--- src/rtl/core/bafs_pkg.sv ---
// shared types, codes and defaults for the bit-aligned field store
package bafs_pkg;

  localparam int unsigned STORE_BYTES_DEF = 1024;
  localparam int unsigned FIELD_BITS_DEF  = 32;

  localparam int unsigned OFFSET_W = 13;
  localparam int unsigned WIDTH_W  = 6;
  localparam int unsigned VALUE_W  = 32;

  localparam logic ACT_GET = 1'b0;
  localparam logic ACT_SET = 1'b1;

  typedef struct packed {
    logic                action;
    logic [OFFSET_W-1:0] bit_offset;
    logic [WIDTH_W-1:0]  field_width;
    logic [VALUE_W-1:0]  write_value;
  } in_item_t;

  typedef struct packed {
    logic [VALUE_W-1:0] field_value;
    logic               range_error;
  } out_item_t;

  typedef struct packed {
    logic issue;
    logic commit;
    logic clr_step;
  } bafs_cmd_t;

  typedef struct packed {
    logic clr_last;
  } bafs_sts_t;

endpackage

--- src/rtl/core/bafs_ctrl.sv ---
// sequencer: clearing pass, item issue, commit and output valid
module bafs_ctrl import bafs_pkg::*; (
  input  logic      clk_i,
  input  logic      rst_ni,
  input  logic      in_valid_i,
  output logic      in_stall_o,
  output logic      out_valid_o,
  input  logic      out_stall_i,
  input  bafs_sts_t sts_i,
  output bafs_cmd_t cmd_o
);

  localparam logic [1:0] StClear = 2'd0;
  localparam logic [1:0] StIdle  = 2'd1;
  localparam logic [1:0] StExec  = 2'd2;

  logic [1:0] state_q;
  logic [1:0] state_d;
  logic       out_valid_q;
  logic       out_valid_d;
  logic       out_free;

  assign out_free       = !out_valid_q || !out_stall_i;
  assign in_stall_o     = (state_q != StIdle);
  assign cmd_o.issue    = (state_q == StIdle) && in_valid_i;
  assign cmd_o.commit   = (state_q == StExec) && out_free;
  assign cmd_o.clr_step = (state_q == StClear);

  always_comb begin
    state_d = state_q;
    case (state_q)
      StClear: begin
        if (sts_i.clr_last) begin
          state_d = StIdle;
        end
      end
      StIdle: begin
        if (in_valid_i) begin
          state_d = StExec;
        end
      end
      StExec: begin
        if (out_free) begin
          state_d = StIdle;
        end
      end
      default: begin
        state_d = StClear;
      end
    endcase
  end

  always_comb begin
    out_valid_d = out_valid_q;
    if (cmd_o.commit) begin
      out_valid_d = 1'b1;
    end else if (!out_stall_i) begin
      out_valid_d = 1'b0;
    end
  end

  always_ff @(posedge clk_i or negedge rst_ni) begin
    if (!rst_ni) begin
      state_q     <= StClear;
      out_valid_q <= 1'b0;
    end else begin
      state_q     <= state_d;
      out_valid_q <= out_valid_d;
    end
  end

  assign out_valid_o = out_valid_q;

`ifndef ASSERT_OFF
  a_issue_exec: assert property (@(posedge clk_i) disable iff (!rst_ni)
    cmd_o.issue |=> (state_q == StExec))
    else $error("issued item did not move to execute");

  a_commit_free: assert property (@(posedge clk_i) disable iff (!rst_ni)
    cmd_o.commit |-> !(out_valid_q && out_stall_i))
    else $error("commit over a held result");

  a_valid_src: assert property (@(posedge clk_i) disable iff (!rst_ni)
    $rose(out_valid_q) |-> $past(cmd_o.commit))
    else $error("output valid rose without a commit");

  a_clear_excl: assert property (@(posedge clk_i) disable iff (!rst_ni)
    cmd_o.clr_step |-> !(cmd_o.issue || cmd_o.commit))
    else $error("item activity during clearing pass");
`endif

endmodule

--- config.mk ---
export PLATFORM = sky130hd
export DESIGN_NAME = bafs_ctrl
export DESIGN_NICKNAME = d
export VERILOG_FILES = /design/src/rtl/core/bafs_pkg.sv /design/src/rtl/core/bafs_ctrl.sv
export SDC_FILE = /design/constraint.sdc
export NUM_CORES = 1
export LEC_CHECK = 0
export ABC_AREA = 1
export BUFFER_PORTS_ARGS = -buffer_cell sky130_fd_sc_hd__buf_4
export CAP_MARGIN = 15
export CORE_AREA = 5 5 42 44
export CTS_CLUSTER_DIAMETER = 30
export DETAILED_ROUTE_END_ITERATION = 16
export DIE_AREA = 0 0 47 49
export GPL_TIMING_DRIVEN = 0
export SLEW_MARGIN = 20
export SYNTH_ARGS = -nofsm -noshare
export SYNTH_HDL_FRONTEND = slang
export SYNTH_SLANG_ARGS = --single-unit
--- constraint.sdc ---
create_clock -name clk_i -period 1 [get_ports clk_i]
set_input_delay 0.1 -clock clk_i [delete_from_list [all_inputs] [get_ports clk_i]]
set_output_delay 0.1 -clock clk_i [all_outputs]
set_load 0.02 [all_outputs]
==> run metrics, run 1 <==
TritonCTS clock tree yes; Final Skew 0.000879 ns; Die Height 49 um; I/O pin cnt 10; first-pass GRT wire length 738 um; CP startpoint kind flop; layout cells sized above 1 0.605; routed len/inst 8.02 um; # fillers 167; GR Util All Layers 0.0501; Clock Latency Late Sink 0.23 ns; most frequent cells in the layout 8 x buf_4, 8 x buf_6, 5 x inv_1, 4 x nand2_1; Final Cycle Share 1.12; Crit. End Element output pin; CORE AREA about 0.0014 mm^2; final worst slack -0.122 ns; Worst EP arrival 1.02 ns; final WL 473 um; CTS clk-pin slew, worst paths 0.04 ns; routed vias 195; WP buf/inv 2; DRT iter0 DRCs 0; WHS 0.104 ns; outcome complete, but fails checks; Final Slew Violations 0; initial antenna violation count 0; Synth cell types 7; Max-Cap Viols 0; PwrDens 3110 mW/mm^2; H-tree depth 1; R2R depth 7; post-DR vias/cell 3.31; Peak VDD IR 0.596 mV; clock root buffer clkbuf_4; port buffer count 9; Layout area overhead 145%; antenna-violating nets left 0; met3 usage 0.0221; met1 GRT Util 0.0331; Final #Nets 49; vias in the first global route just over 200; busiest layer in global routing met2; CP Cell Sequence nor2_2 -> inv_1 -> nor2_2 -> buf_6; fin crit period 1.12 ns; global route overflow 0; Setup-failing EPs final 5; crit path max fanout 2; routability cong. 0.605; slowest stage delay, CP 0.39 ns; Mapped Avg Cell Area between 6 and 7 um^2; First-pass DRT Iterations 1; Antenna diodes 0; Synth Net Count 28; clock buffer depth 2; Horiz. Die Dim 47 um; Initial Util 0.112; mapped cell area 158 um^2; DR DRC count 0; post-synthesis sequential area ratio 0.476; dpl ws -0.0255 ns; Synth warnings 0; Worst path slowest cell dfrtp_1; CP top delay family flip-flops; final hold vios 0; Top cell by count, worst path nor2_2; WP data required approximately 0.90 ns; met2 GRT Util 0.0860; Num Clock Sinks 3; CTS buffer count 3; Worst-Margin Slew between 0.1 and 0.15 ns; # rows 14; Worst Hold Depth 3; hpwl dp 328 um; class of the most critical setup path flop to output pin; FF+latch count, synth 3; Rel. slew slack 0.900; RSZ-0062 raised after global routing yes; Leak 0.000209 uW; Final Core Density 0.276; CP Depth 4; synthesized instance count 23; failing checks setup timing; largest net degree at the start of global routing 4; die area 0.00230 mm^2; f_max 892 MHz; HP Class input pin to flop
## cell usage after synthesis
master	n	area share
inv_1	6	0.14
nand2_1	6	0.14
nor2_1	4	0.095
dfrtp_1	3	0.48
nand3_1	2	0.063
buf_4	1	0.048
o21ai_0	1	0.032
## state kept, by name (all words and copies together), names as in the netlist
register,cells
state_q,2
out_valid_o,1
## metal layers
metal	wire length (um)	share of wire
met2	294	0.62
met5	0	0
met3	35	0.074
met1	143	0.30
met4	0	0
## cell families after synthesis
group	share of synthesized area
DFF	0.476
and+or+nand+nor	0.302
AOI/OAI and AO/OA	0.0317
buffers and inverters	0.190
## path summary, 6_finish.rpt
check	endpoint	from	slack, ns
max	cmd_o[1]	state_q[0]	-0.12
min	out_valid_o	out_stall_i	0.10
max reg2reg	out_valid_o	state_q[0]	-0.12
min reg2reg	out_valid_o	out_valid_o	0.50
max in group asynchronous	state_q[1]	rst_ni	0.71
min in group asynchronous	out_valid_o	rst_ni	0.20
## through the flow
stage	std cells	power (uW)	TNS [ns]	cell area, um^2
2_1_floorplan	23	490	0	163
3_3_place_gp	48	665	-0.0247	250
3_5_place_dp	48	677	-0.0255	250
4_1_cts	59	1100	-0.644	357
5_1_grt	59	1300	-0.760	387
6_report	59	1200	-0.480	387
## report_power, final
part	total [uW]	leakage [uW]	switching [uW]	internal, uW
combinational	776	0.000156	369	407
clock	213	0.0000150	63.0	150
sequential	213	0.0000378	36.9	176
## worst reg2reg max path, stage by stage, from the launching register on
cell,delay [ns]
dfrtp_1,0.39
nor2_2,0.12
inv_1,0.06
buf_4,0.13
buf_6,0.10
buf_6,0.10
buf_6,0.10
nand2_2,0.04
## cell type report
type | count | area [um^2] | area share
inverters | 6 | 22.5 | 0.0583
multi-input cells | 13 | 82.6 | 0.214
flip-flops and latches | 3 | 75.1 | 0.194
repair buffers | 17 | 160 | 0.414
clock buffers | 4 | 26.3 | 0.0680
well taps | 16 | 20.0 | 0.0518
## timing repair
action,in CTS,in global routing
pin swaps,2,3
endpoints found under the setup margin,4,6
endpoints found under the hold margin,3,0
hold buffers,1,0
cloned,0,0
gates resized for setup,9,7
buffers inserted,7,0
Power figures use the tool's default switching activity.
==> run 2: changes to the inputs <==
--- a/config.mk
+++ b/config.mk
@@ -5,7 +5,6 @@
 export SDC_FILE = /design/constraint.sdc
 export NUM_CORES = 1
 export LEC_CHECK = 0
-export ABC_AREA = 1
 export BUFFER_PORTS_ARGS = -buffer_cell sky130_fd_sc_hd__buf_4
 export CAP_MARGIN = 15
 export CORE_AREA = 5 5 42 44
==> run 2 against run 1 <==
Net effect:
- critical path type unchanged
- flip-flop and latch count did not move
- clock power shrank 2%
- combinational power is 25% lower
- global-route usage fell by 0.35 points
- critical endpoint is now cmd_o[2]
- worst setup slack worse by 0.055 ns
- the run still ends with setup timing left
==> run metrics, run 2 <==
Worst path slowest cell dfrtp_2; final WL 437 um; routability cong. 0.680; I/O pin cnt 10; HP Class input pin to flop; clock buffer depth 2; layout cells sized above 1 0.677; register area 77.6 um^2; H-tree depth 1; mapped cell area 160 um^2; global route overflow 0; CORE AREA 0.00140 mm^2; Synth cell types 12; CP startpoint kind flop; port buffer count 9; clock root buffer clkbuf_4; Synth Net Count 21; antenna-violating nets left 0; Mapped Avg Cell Area 10.0 um^2; Clock Latency Late Sink 0.23 ns; Top cell by count, worst path buf_6; cell accounting for the most synthesized area dfrtp_1; die area 0.00230 mm^2; Worst-Margin Slew 0.203 ns; RSZ-0062 raised after global routing yes; Most flops, register state_q; routed len/inst 9.30 um; class of the most critical setup path flop to output pin; Leak ~0.00017 uW; Async SR Flop Fraction 1.00; FF+latch count, synth 3; Die Height 49 um; GR Util All Layers 0.0466; Max-Cap Viols 0; most frequent cells in the layout 7 x buf_4, 4 x buf_6, 3 x clkbuf_4; Post-synth EDFFs 0; PwrDens around 3100 mW/mm^2; TritonCTS clock tree yes; routed vias 164; WP data required 0.90 ns; leading cell types by count after synthesis 3 x dfrtp_1, 2 x nand2_1, 2 x nor2_1; Synth warnings 0; met3 usage 0.0480; multi-input logic area 97.6 um^2; # fillers 167; synthesized instance count 16; Final Cell Area approximately 330 um^2; Setup-failing EPs final 4; DRT iter0 DRCs 0; most numerous cell in the Yosys netlist dfrtp_1; Layout area overhead 108%; placement-stage cell area 248 um^2; # rows 14; Final Slew Violations 0; post-synthesis sequential area ratio 0.469; f_max 850 MHz; first-pass GRT wire length 669 um; WHS 0.0705 ns; CP Cell Sequence buf_6 -> and3b_1 -> buf_6; final hold vios 0; met2 GRT Util 0.0611; most common cell after layout, fill and taps aside buf_4; Antenna diodes 0; largest net degree at the start of global routing 6; vias in the first global route 162; Num Clock Sinks 3; final worst slack -0.177 ns; fin crit period about 1.2 ns; hpwl dp ~310 um; Pwr Total 1040 uW; post-DR vias/cell 3.49; outcome complete, but fails checks; crit path max fanout 5; failing checks setup timing; Worst EP arrival between 1 and 1.5 ns; Setup TNS Final -0.534 ns; initial antenna violation count 0; Final #Nets 37; Peak VDD IR 0.408 mV; CTS buffer count 3; met1 GRT Util 0.0376; busiest layer in global routing met2; top post-synthesis cells by area dfrtp_1 47%, o32ai_2 10%, and3b_1 5.5%, nand2b_2 5.5%, a21o_1 4.7%; First-pass DRT Iterations 1; dpl ws -0.0650 ns; Final Skew between 0.0015 and 0.002 ns; Horiz. Die Dim between 40 and 50 um; max reg flops 2; Rel. slew slack 0.865; DR DRC count 0; Final Cycle Share 1.18; CTS clk-pin slew, worst paths 0.03 ns; Top FF cell, synth dfrtp_1; Crit. End Element output pin; Initial Util 0.114; slowest stage delay, CP 0.40 ns; top-area cell type share of the netlist area 0.469
-- run 2: cell count changes after synthesis, moves of 2 or more --
cell     previous run  this run
inv_1               6         1
nand2_1             6         2
nand3_1             2         0
nor2_1              4         2
-- run 2: area by class of cell --
class,count,share of cell area
multi-input cells,11,0.293
repair buffers,12,0.323
well taps,16,0.0602
clock buffers,4,0.0789
flip-flops and latches,3,0.233
inverters,1,0.0113
-- run 2: where the power goes --
part	internal [uW]	switching [uW]	total (uW)
logic	312	270	583
clock network	149	58.9	208
registers	182	71.6	254
-- run 2: per-stage QoR --
step | std cells | util
final | 47 | 0.238
after global routing | 47 | 0.238
after floorplan | 16 | -
after global placement | 41 | 0.177
after detailed placement | 41 | 0.177
after CTS | 48 | 0.234
-- run 2: path summary, 6_finish.rpt --
check	from	slack, ns	endpoint	depth (start not counted)
max	state_q[0]	-0.18	cmd_o[2]	3
min	in_valid_i	0.07	state_q[0]	2
max reg2reg	out_valid_o	0.02	state_q[0]	2
min reg2reg	out_valid_o	0.57	out_valid_o	2
max in group asynchronous	rst_ni	0.70	state_q[1]	2
min in group asynchronous	rst_ni	0.20	out_valid_o	2
-- run 2: cell families (layout without fill, tap and decap cells) --
family                 after synthesis  in the layout  synth area share
DFF                                  3              3             0.469
and+or+nand+nor                      8              8             0.281
AOI/OAI and AO/OA                    3              3             0.180
buffers and inverters                2             17            0.0703
-- run 2: metal layers --
layer,share of wire,up-vias
li1,-,85
met1,0.34,72
met2,0.49,7
met3,0.17,0
met4,0,0
met5,0,-
-- run 2: repair_timing --
action / CTS / global route
pin swaps: 1 / 1
hold buffers: 1 / 0
resized for setup: 8 / 2
endpoints found under the setup margin: 4 / 6
setup buffers: 2 / 0
hold endpoints to repair: 3 / 0
-- run 2: worst max-delay path: cells and delay by family, from the launching register on --
kind | cells | cell delay, ns
DFF | 1 | 0.40
and+or+nand+nor | 1 | 0.18
buffers and inverters | 2 | 0.26
